===== config.mk =====
export PLATFORM = sky130hd
export DESIGN_NAME = assoc_cache_fifo_lru_unit
export DESIGN_NICKNAME = d
export VERILOG_FILES = /design/src/acfl_pkg.sv /design/src/acfl_slot_cell.sv /design/src/acfl_rec_cell.sv /design/src/assoc_cache_fifo_lru_unit.sv
export SDC_FILE = /design/constraint.sdc
export NUM_CORES = 2
export LEC_CHECK = 0
export ABC_AREA = 1
export BUFFER_PORTS_ARGS = -buffer_cell sky130_fd_sc_hd__buf_2
export CORE_MARGIN = 1.5
export CORE_UTILIZATION = 25
export CTS_BUF_LIST = sky130_fd_sc_hd__clkbuf_8
export DETAILED_ROUTE_END_ITERATION = 16
export GPL_ROUTABILITY_DRIVEN = 0
export PLACE_DENSITY = 0.44
export SLEW_MARGIN = 20
export SYNTH_ARGS = -nofsm -noshare
export SYNTH_HDL_FRONTEND = slang
export SYNTH_SLANG_ARGS = --single-unit
export TNS_END_PERCENT = 30

===== constraint.sdc =====
create_clock -name i_clk -period 7.8 [get_ports i_clk]
set_input_delay 1.56 -clock i_clk [delete_from_list [all_inputs] [get_ports i_clk]]
set_output_delay 1.56 -clock i_clk [all_outputs]
set_load 0.01 [all_outputs]

===== src/acfl_pkg.sv =====
// Shared constants and types for the associative cache with FIFO/LRU replacement.
package acfl_pkg;

    localparam int KEY_W     = 64;
    localparam int VAL_W     = 64;
    localparam int CNT_W     = 32;
    localparam int CFG_W     = 5;
    localparam int CFG_IDX_W = 1;

    // Configuration register indexes
    localparam logic [CFG_IDX_W-1:0] REG_POLICY  = 1'd0;
    localparam logic [CFG_IDX_W-1:0] REG_ENTRIES = 1'd1;

    // Replacement policy codes
    localparam logic POL_FIFO = 1'b0;
    localparam logic POL_LRU  = 1'b1;

    // Request type codes
    localparam logic REQ_LOOKUP = 1'b0;
    localparam logic REQ_INSERT = 1'b1;

    localparam logic [CFG_W-1:0] ENTRIES_RESET = 5'd16;

    // Lookup token that sweeps along the slot row
    typedef struct packed {
        logic             act;
        logic             found;
        logic [VAL_W-1:0] value;
    } t_look_tok;

endpackage


===== src/acfl_slot_cell.sv =====
// One cache slot: stored key/value plus one stage of the lookup sweep.
module acfl_slot_cell #(
    parameter int ENTRIES = 16,
    parameter int IDX     = 0
) (
    input  logic                          i_clk,
    input  logic                          i_rst_n,
    input  logic                          i_we,
    input  logic [acfl_pkg::KEY_W-1:0]    i_key,
    input  logic [acfl_pkg::VAL_W-1:0]    i_wval,
    input  logic [$clog2(ENTRIES+1)-1:0]  i_filled,
    input  acfl_pkg::t_look_tok           i_tok,
    input  logic [$clog2(ENTRIES)-1:0]    i_idx,
    output acfl_pkg::t_look_tok           o_tok,
    output logic [$clog2(ENTRIES)-1:0]    o_idx
);
    localparam int SZW = $clog2(ENTRIES + 1);
    localparam int IW  = $clog2(ENTRIES);

    logic [acfl_pkg::KEY_W-1:0] r_key;
    logic [acfl_pkg::VAL_W-1:0] r_value;
    logic                       r_act;
    logic                       r_found;
    logic [acfl_pkg::VAL_W-1:0] r_tval;
    logic [IW-1:0]              r_idx;
    logic                       hit_here;

    // only filled slots take part, and only the first match counts
    assign hit_here = !i_tok.found && (SZW'(IDX) < i_filled) && (r_key == i_key);

    always_ff @(posedge i_clk) begin
        if (i_we) begin
            r_key   <= i_key;
            r_value <= i_wval;
        end
    end

    always_ff @(posedge i_clk) begin
        if (!i_rst_n) begin
            r_act <= 1'b0;
        end else begin
            r_act <= i_tok.act;
        end
    end

    always_ff @(posedge i_clk) begin
        if (i_tok.act) begin
            r_found <= i_tok.found | hit_here;
            r_tval  <= hit_here ? r_value : i_tok.value;
            r_idx   <= hit_here ? IW'(IDX) : i_idx;
        end
    end

    assign o_tok.act   = r_act;
    assign o_tok.found = r_found;
    assign o_tok.value = r_tval;
    assign o_idx       = r_idx;

endmodule


===== src/acfl_rec_cell.sv =====
// One position of the recency row; a move-to-front token ripples through it.
module acfl_rec_cell #(
    parameter int ENTRIES = 16,
    parameter int IDX     = 0
) (
    input  logic                        i_clk,
    input  logic                        i_rst_n,
    input  logic                        i_act,
    input  logic [$clog2(ENTRIES)-1:0]  i_slot,
    input  logic [$clog2(ENTRIES)-1:0]  i_carry,
    output logic                        o_act,
    output logic [$clog2(ENTRIES)-1:0]  o_slot,
    output logic [$clog2(ENTRIES)-1:0]  o_carry,
    output logic [$clog2(ENTRIES)-1:0]  o_order
);
    localparam int IW = $clog2(ENTRIES);

    logic [IW-1:0] r_order;
    logic          r_act;
    logic [IW-1:0] r_slot;
    logic [IW-1:0] r_carry;

    // take the carried entry; pass the old one on unless it was the moved slot
    always_ff @(posedge i_clk) begin
        if (!i_rst_n) begin
            r_order <= IW'(IDX);
            r_act   <= 1'b0;
        end else begin
            r_act <= i_act && (r_order != i_slot);
            if (i_act) begin
                r_order <= i_carry;
            end
        end
    end

    always_ff @(posedge i_clk) begin
        if (i_act) begin
            r_slot  <= i_slot;
            r_carry <= r_order;
        end
    end

    assign o_act   = r_act;
    assign o_slot  = r_slot;
    assign o_carry = r_carry;
    assign o_order = r_order;

endmodule


===== src/assoc_cache_fifo_lru_unit.sv =====
// Fully associative key/value cache, FIFO or LRU replacement, built as rows of cells.
// A lookup result strobes after the lookup token walks the slot row one cell per cycle;
// an insert answers from the decode state, an LRU replacement after the victim read
// and write states. An LRU update keeps the block busy while the move-to-front token
// ripples down the recency row. One request at a time.
// Results cannot be held off. Reset (sync, active low) empties cache, zeroes counters.
module assoc_cache_fifo_lru_unit #(
    parameter int ENTRIES = 16
) (
    input  logic                              i_clk,
    input  logic                              i_rst_n,
    input  logic                              start,
    output logic                              busy,
    input  logic                              i_req_type,
    input  logic [acfl_pkg::KEY_W-1:0]        i_key,
    input  logic [acfl_pkg::VAL_W-1:0]        i_write_value,
    input  logic                              i_cfg_we,
    input  logic [acfl_pkg::CFG_IDX_W-1:0]    i_cfg_idx,
    input  logic [acfl_pkg::CFG_W-1:0]        i_cfg_data,
    output logic                              o_valid,
    output logic                              o_hit,
    output logic [acfl_pkg::VAL_W-1:0]        o_read_value,
    output logic [acfl_pkg::CNT_W-1:0]        o_hit_count,
    output logic [acfl_pkg::CNT_W-1:0]        o_lookup_count
);
    localparam int SZW = $clog2(ENTRIES + 1);
    localparam int IW  = $clog2(ENTRIES);

    // control states
    localparam logic [2:0] ST_IDLE = 3'd0;
    localparam logic [2:0] ST_EXEC = 3'd1;  // decode request
    localparam logic [2:0] ST_LOOK = 3'd2;  // lookup token in flight
    localparam logic [2:0] ST_VICT = 3'd3;  // read LRU victim
    localparam logic [2:0] ST_REPL = 3'd4;  // write LRU victim
    localparam logic [2:0] ST_REC  = 3'd5;  // recency token in flight

    logic [2:0]                  r_state, n_state;
    logic                        r_policy;
    logic [acfl_pkg::CFG_W-1:0]  r_entries;
    logic                        r_req;
    logic [acfl_pkg::KEY_W-1:0]  r_key;
    logic [acfl_pkg::VAL_W-1:0]  r_wval;
    logic [SZW-1:0]              r_filled;
    logic [IW-1:0]               r_fifo_ptr;
    logic [IW-1:0]               r_victim;
    logic [acfl_pkg::CNT_W-1:0]  r_hits;
    logic [acfl_pkg::CNT_W-1:0]  r_lookups;
    acfl_pkg::t_look_tok         r_ltok;
    logic                        r_rtok_act;
    logic [IW-1:0]               r_rtok_slot;

    logic                        accept;
    logic [SZW-1:0]              size;
    logic [IW-1:0]               size_m1;
    logic                        do_fill;
    logic [IW-1:0]               fifo_victim;
    logic [SZW-1:0]              fifo_vp1;
    logic [IW-1:0]               fifo_next;
    logic                        wr_en;
    logic [IW-1:0]               wr_slot;

    acfl_pkg::t_look_tok         look_tok [ENTRIES];
    logic [IW-1:0]               look_idx [ENTRIES];
    logic                        rec_act  [ENTRIES];
    logic [IW-1:0]               rec_slot [ENTRIES];
    logic [IW-1:0]               rec_carry[ENTRIES];
    logic [IW-1:0]               rec_order[ENTRIES];
    logic [ENTRIES-1:0]          rec_act_vec;
    logic                        rec_busy;
    acfl_pkg::t_look_tok         look_last;

    assign busy   = (r_state != ST_IDLE);
    assign accept = start && !busy;

    // effective slot count, clamped to 1..ENTRIES
    always_comb begin
        if (r_entries == '0) begin
            size = SZW'(1);
        end else if (32'(r_entries) > ENTRIES) begin
            size = SZW'(ENTRIES);
        end else begin
            size = SZW'(r_entries);
        end
    end
    assign size_m1 = IW'(size - SZW'(1));

    assign do_fill = (r_filled < size);

    // FIFO victim: pointer past the slot count falls back to slot 0
    assign fifo_victim = (SZW'(r_fifo_ptr) < size) ? r_fifo_ptr : '0;
    assign fifo_vp1    = SZW'(fifo_victim) + SZW'(1);
    assign fifo_next   = (fifo_vp1 == size) ? '0 : IW'(fifo_vp1);

    // slot write port, decoded per cell
    always_comb begin
        wr_en   = 1'b0;
        wr_slot = r_victim;
        case (r_state)
            ST_EXEC: begin
                if (r_req == acfl_pkg::REQ_INSERT) begin
                    if (do_fill) begin
                        wr_en   = 1'b1;
                        wr_slot = IW'(r_filled);
                    end else if (r_policy == acfl_pkg::POL_FIFO) begin
                        wr_en   = 1'b1;
                        wr_slot = fifo_victim;
                    end
                end
            end
            ST_REPL: begin
                wr_en = 1'b1;
            end
            default: begin
                wr_en = 1'b0;
            end
        endcase
    end

    // slot row and recency row
    genvar g;
    generate
        for (g = 0; g < ENTRIES; g++) begin : g_cells
            acfl_slot_cell #(
                .ENTRIES (ENTRIES),
                .IDX     (g)
            ) u_slot (
                .i_clk    (i_clk),
                .i_rst_n  (i_rst_n),
                .i_we     (wr_en && (wr_slot == IW'(g))),
                .i_key    (r_key),
                .i_wval   (r_wval),
                .i_filled (r_filled),
                .i_tok    ((g == 0) ? r_ltok : look_tok[(g == 0) ? 0 : g - 1]),
                .i_idx    ((g == 0) ? IW'(0) : look_idx[(g == 0) ? 0 : g - 1]),
                .o_tok    (look_tok[g]),
                .o_idx    (look_idx[g])
            );

            acfl_rec_cell #(
                .ENTRIES (ENTRIES),
                .IDX     (g)
            ) u_rec (
                .i_clk   (i_clk),
                .i_rst_n (i_rst_n),
                .i_act   ((g == 0) ? r_rtok_act : rec_act[(g == 0) ? 0 : g - 1]),
                .i_slot  ((g == 0) ? r_rtok_slot : rec_slot[(g == 0) ? 0 : g - 1]),
                .i_carry ((g == 0) ? r_rtok_slot : rec_carry[(g == 0) ? 0 : g - 1]),
                .o_act   (rec_act[g]),
                .o_slot  (rec_slot[g]),
                .o_carry (rec_carry[g]),
                .o_order (rec_order[g])
            );

            assign rec_act_vec[g] = rec_act[g];
        end
    endgenerate

    assign rec_busy  = r_rtok_act || (|rec_act_vec);
    assign look_last = look_tok[ENTRIES-1];

    // next state
    always_comb begin
        n_state = r_state;
        case (r_state)
            ST_IDLE: begin
                if (accept) begin
                    n_state = ST_EXEC;
                end
            end
            ST_EXEC: begin
                if (r_req == acfl_pkg::REQ_LOOKUP) begin
                    n_state = ST_LOOK;
                end else if (do_fill) begin
                    n_state = (r_policy == acfl_pkg::POL_LRU) ? ST_REC : ST_IDLE;
                end else if (r_policy == acfl_pkg::POL_FIFO) begin
                    n_state = ST_IDLE;
                end else begin
                    n_state = ST_VICT;
                end
            end
            ST_LOOK: begin
                if (look_last.act) begin
                    n_state = (look_last.found && r_policy == acfl_pkg::POL_LRU)
                              ? ST_REC : ST_IDLE;
                end
            end
            ST_VICT: begin
                n_state = ST_REPL;
            end
            ST_REPL: begin
                n_state = ST_REC;
            end
            ST_REC: begin
                if (!rec_busy) begin
                    n_state = ST_IDLE;
                end
            end
            default: begin
                n_state = ST_IDLE;
            end
        endcase
    end

    // control registers
    always_ff @(posedge i_clk) begin
        // the lookup token always enters the row empty-handed
        r_ltok.found <= 1'b0;
        r_ltok.value <= '0;
        if (!i_rst_n) begin
            r_state     <= ST_IDLE;
            r_policy    <= acfl_pkg::POL_FIFO;
            r_entries   <= acfl_pkg::ENTRIES_RESET;
            r_filled    <= '0;
            r_fifo_ptr  <= '0;
            r_hits      <= '0;
            r_lookups   <= '0;
            r_ltok.act  <= 1'b0;
            r_rtok_act  <= 1'b0;
            o_valid     <= 1'b0;
        end else begin
            r_state    <= n_state;
            o_valid    <= 1'b0;
            r_ltok.act <= 1'b0;
            r_rtok_act <= 1'b0;

            if (i_cfg_we) begin
                case (i_cfg_idx)
                    acfl_pkg::REG_POLICY:  r_policy  <= i_cfg_data[0];
                    acfl_pkg::REG_ENTRIES: r_entries <= i_cfg_data;
                    default: ;
                endcase
            end

            case (r_state)
                ST_EXEC: begin
                    if (r_req == acfl_pkg::REQ_LOOKUP) begin
                        r_ltok.act <= 1'b1;
                    end else begin
                        if (do_fill) begin
                            r_filled   <= r_filled + SZW'(1);
                            r_rtok_act <= (r_policy == acfl_pkg::POL_LRU);
                            o_valid    <= 1'b1;
                        end else if (r_policy == acfl_pkg::POL_FIFO) begin
                            r_fifo_ptr <= fifo_next;
                            o_valid    <= 1'b1;
                        end
                    end
                end
                ST_LOOK: begin
                    if (look_last.act) begin
                        r_lookups  <= r_lookups + acfl_pkg::CNT_W'(1);
                        r_hits     <= r_hits + {{(acfl_pkg::CNT_W-1){1'b0}}, look_last.found};
                        r_rtok_act <= look_last.found && (r_policy == acfl_pkg::POL_LRU);
                        o_valid    <= 1'b1;
                    end
                end
                ST_REPL: begin
                    r_rtok_act <= 1'b1;
                    o_valid    <= 1'b1;
                end
                default: ;
            endcase
        end
    end

    // payload registers
    always_ff @(posedge i_clk) begin
        if (accept) begin
            r_req  <= i_req_type;
            r_key  <= i_key;
            r_wval <= i_write_value;
        end
        case (r_state)
            ST_EXEC: begin
                // insert answers: no hit, zero value, totals unchanged
                r_rtok_slot    <= IW'(r_filled);
                o_hit          <= 1'b0;
                o_read_value   <= '0;
                o_hit_count    <= r_hits;
                o_lookup_count <= r_lookups;
            end
            ST_LOOK: begin
                r_rtok_slot    <= look_idx[ENTRIES-1];
                o_hit          <= look_last.found;
                o_read_value   <= look_last.value;
                o_hit_count    <= r_hits + {{(acfl_pkg::CNT_W-1){1'b0}}, look_last.found};
                o_lookup_count <= r_lookups + acfl_pkg::CNT_W'(1);
            end
            ST_VICT: begin
                // least recently used slot sits at the last active recency position
                r_victim <= rec_order[size_m1];
            end
            ST_REPL: begin
                r_rtok_slot    <= r_victim;
                o_hit          <= 1'b0;
                o_read_value   <= '0;
                o_hit_count    <= r_hits;
                o_lookup_count <= r_lookups;
            end
            default: ;
        endcase
    end

    // result strobes are never back to back
    assert property (@(posedge i_clk) disable iff (!i_rst_n)
        o_valid |=> !o_valid)
        else $error("back-to-back result strobes");

    // a taken request always makes the block busy next cycle
    assert property (@(posedge i_clk) disable iff (!i_rst_n)
        accept |=> busy)
        else $error("request taken but block not busy");

    // fill count never passes capacity
    assert property (@(posedge i_clk) disable iff (!i_rst_n)
        r_filled <= SZW'(ENTRIES))
        else $error("fill count beyond capacity");

    // lookup sweep and recency walk never overlap
    assert property (@(posedge i_clk) disable iff (!i_rst_n)
        !(r_ltok.act && rec_busy))
        else $error("lookup token and recency token both active");

    // recency walk only runs in its own state
    assert property (@(posedge i_clk) disable iff (!i_rst_n)
        (|rec_act_vec) |-> (r_state == ST_REC))
        else $error("recency token outside walk state");

endmodule

==> flow_summary.yaml <==
run_status:
  status: "completed"
logic_synthesis:
  ys_seq_area_share_pct: 74.7
  synthFlopType: "edfxtp_1"
  yosys.cell_count.top_type: "edfxtp_1"
  synth-edff-count: 3523
  synth_adder_area_share_pct: 0.111
  synthCells: 11604
  yosysWarnings: 0
  synth_top_family_by_area: "simple AND/OR/NAND/NOR gates"
  synth_compound_area_share_pct: 3.33
  yosysTopAreaCell: "edfxtp_1"
  syn_avg_cell_area_um2: 12.6
  ys_types: 49
  ys_ff_latch: 3704
  ys_top_cells_by_area: "edfxtp_1 72%, nand2_1 8.5%, inv_1 2.5%"
  syn_area_um2: 146000
  netlist.area_leader.share_pct: 72.2
  synthMuxAreaShare_pct: 0
  synthTopCellsByCount: "3523 x edfxtp_1, 3302 x nand2_1, 968 x inv_1"
  synthXorXnorAreaFrac_pct: 3.46
  syn-num-nets: 11756
  yosys.area_share.simple_pct: 14.2
  async_flop_share_pct: 0
clocking:
  htree_levels: 6
  cts_buffers: 636
  cts_resized: 0
  cts_hold_buf: 0
  clk_pin_slew_ps: 60
  cts_sinks: 3704
  cts_setup_buffers: 0
  cts_tree: "built"
  clock_latency_ps: 1300
  clk_path_buf_depth: 4
  root_buffer: "clkbuf_8"
floorplanning:
  initial_core_util_pct: 25.1
  ios: 270
  coreArea_um2: 583000
  die_y_um: 768
  fp.dieW_um: 768
  num_rows: 280
  die_area_um2: 591000
sta:
  worst_slew_pin_slew_ps: 1190
  finalHoldViolCount: 0
  hold_ws_ps: 420
  min_period_over_period_pct: 62.3
  maxSlewHeadroom_pct: 19.9
  period_minus_slack_ps: 4860
  finalSetupViolations: 0
  fin_skew_ps: 143
  setup_slack_ps: 2940
  rsz0062_at_grt: "false"
  timing.final.max_slew_violations: 0
  max_freq_mhz: 206
route:
  drc_errors: 0
  routedWlPerCell_um: 23.4
  vias: 90061
  viasPerCell: 4.37
  antenna_left: 0
  dr.pass1.iters: 8
  routed_wl_um: 481000
  drt_iter0_drc: 9305
setup_path:
  cp_max_fo: 34
  cp.arrival_ps: 5890
  cp-start-kind: "register"
  crit_type: "reg -> reg"
  cp.required_ps: 8830
  timing.rr.start: "r_key[4]$_DFFE_PP_"
  r2r_slack_ps: 2940
  end_kind: "register"
  reg2reg_to: "g_cells[1].u_slot.r_tval[9]$_DFFE_PP_"
  rr_worst_depth: 11
global_routing:
  grtUsageTotal_pct: 15.8
  grt_max_degree: 129
  grt.overflow.total: 0
  antenna_found_initial: 85
  grt_pass1_wl_um: 672000
  grt_pass1_vias: 86577
min_path:
  min_to: "g_cells[10].u_slot.r_tval[6]$_DFFE_PP_"
  min-delay-start: "g_cells[10].u_slot.r_value[6]$_DFFE_PP_"
  whs_path_depth: 2
  hold_class: "reg -> reg"
finish:
  synthToLayoutAreaGrowth_pct: 15.7
  final_nets: 12489
  finalNonFillerCells: 20602
  drive_above_1_share_pct: 12.0
pwr:
  power_density_nw_per_um2: 250
  ir_drop_v: 0.000169
  p_sw_share_pct: 26.1
  p_clk_share_pct: 39.0
  p_comb_share_pct: 7.2
  p_leak_nw: 62.2
  p_seq_share_pct: 53.7
  switchingPower_mw: 11.0
  p_int_mw: 31.3
placement:
  dp_hpwl_um: 310000
  io_buffers: 269
  placed_cells: 19451
  dp_worst_setup_slack_ps: 2910
flow_run:
  drv_cap: 0
## worst max-delay path by stage
stage / end / slack (ps) / depth (start not counted) / from
2_1_floorplan: g_cells[13].u_slot.r_key[0]$_DFFE_PP_ / -250 / 15 / r_entries[2]$_SDFFE_PN0P_
3_3_place_gp: g_cells[14].u_slot.r_tval[39]$_DFFE_PP_ / 2880 / 9 / r_key[59]$_DFFE_PP_
3_5_place_dp: g_cells[14].u_slot.r_tval[34]$_DFFE_PP_ / 2910 / 9 / r_key[59]$_DFFE_PP_
4_1_cts: g_cells[14].u_slot.r_tval[41]$_DFFE_PP_ / 2860 / 9 / r_key[59]$_DFFE_PP_
5_1_grt: g_cells[9].u_slot.r_key[42]$_DFFE_PP_ / 2780 / 16 / r_entries[2]$_SDFFE_PN0P_
6_report: g_cells[1].u_slot.r_tval[9]$_DFFE_PP_ / 2940 / 11 / r_key[4]$_DFFE_PP_
## cell usage in the layout (no fill, tap or decap), types with 79 or more instances in the layout
master,Yosys,routed
or2_2,139,139
nand3_1,191,178
nand2_1,3302,3299
xnor2_1,327,327
o22ai_1,79,79
nor4_1,149,148
nor2_1,752,732
clkbuf_8,0,656
edfxtp_1,3523,3523
nor3_1,151,151
dfxtp_1,181,165
xor2_1,252,251
buf_4,67,223
inv_1,968,1172
buf_2,201,268
clkinv_1,2,143
o21ai_0,524,522
nand4_1,244,244
a21oi_1,79,79
## metrics by stage
step / utilization [%] / TNS [ps] / total power, mW / area, µm²
after floorplan: - / -401830 / 24.4 / 146000
after global placement: 27.1 / 0 / 26.2 / 158000
after detailed placement: 27.1 / 0 / 26.2 / 158000
after CTS: 29.1 / 0 / 42.9 / 169000
after global routing: 29.1 / 0 / 43.8 / 169000
final: 29.1 / 0 / 42.3 / 169000
## cells by family after synthesis
| group | count (synthesis) |
|---|---|
| flip-flops | 3704 |
| XOR/XNOR | 579 |
| buffers and inverters | 1435 |
| AO/OA/AOI/OAI | 876 |
| AND/OR/NAND/NOR | 4997 |
| adder cells (fa/ha/maj) | 13 |
## critical path: stages (launching register included)
cell	delay, ps
edfxtp_1	360
buf_4	260
inv_2	670
o22ai_1	290
nor4_1	650
nand4_1	170
nor2_1	210
nand3_4	370
clkinv_2	800
buf_4	530
nand2_1	90
nand2_1	70
## area by class of cell
cell class	instances	area, µm²
multi-input combinational	6465	31300
timing repair buffer	518	3530
clock buffer	656	9030
sequential	3704	109000
inverter	1012	3800
antenna	28	70.1
fill	59505	413000
clock inverter	464	2520
tap	7755	9700
## state kept, by name (all words and copies together), names as in the netlist, 32 cells and up
signal / cells
g_cells.u_rec.o_carry: 60
r_wval: 64
g_cells.u_slot.r_value: 1024
o_read_value: 64
r_key: 64
r_lookups: 32
o_lookup_count: 32
g_cells.u_slot.r_key: 1024
r_hits: 32
o_hit_count: 32
g_cells.u_rec.o_slot: 60
g_cells.u_slot.r_tval: 1024
g_cells.u_rec.o_order: 64
g_cells.u_slot.o_idx: 49
## power by group through the flow
stage | sequential (mW) | combinational [mW] | clock, mW
5_1_grt | 22.8 | 3.16 | 17.8
3_5_place_dp | 23.2 | 3.01 | 0
6_report | 22.7 | 3.05 | 16.5
3_3_place_gp | 23.2 | 3.02 | 0
4_1_cts | 22.8 | 3.01 | 17.1
2_1_floorplan | 23.1 | 1.22 | 0
## routing by layer
metal	vias up	wire (µm)	global-route usage [%]
met3	926	36900	3.01
met1	43922	217000	22.3
met4	24	18900	5.62
met5	-	151	0
met2	3748	208000	24.1
li1	41441	-	-
Note: power is estimated with default switching activity, not from simulation.
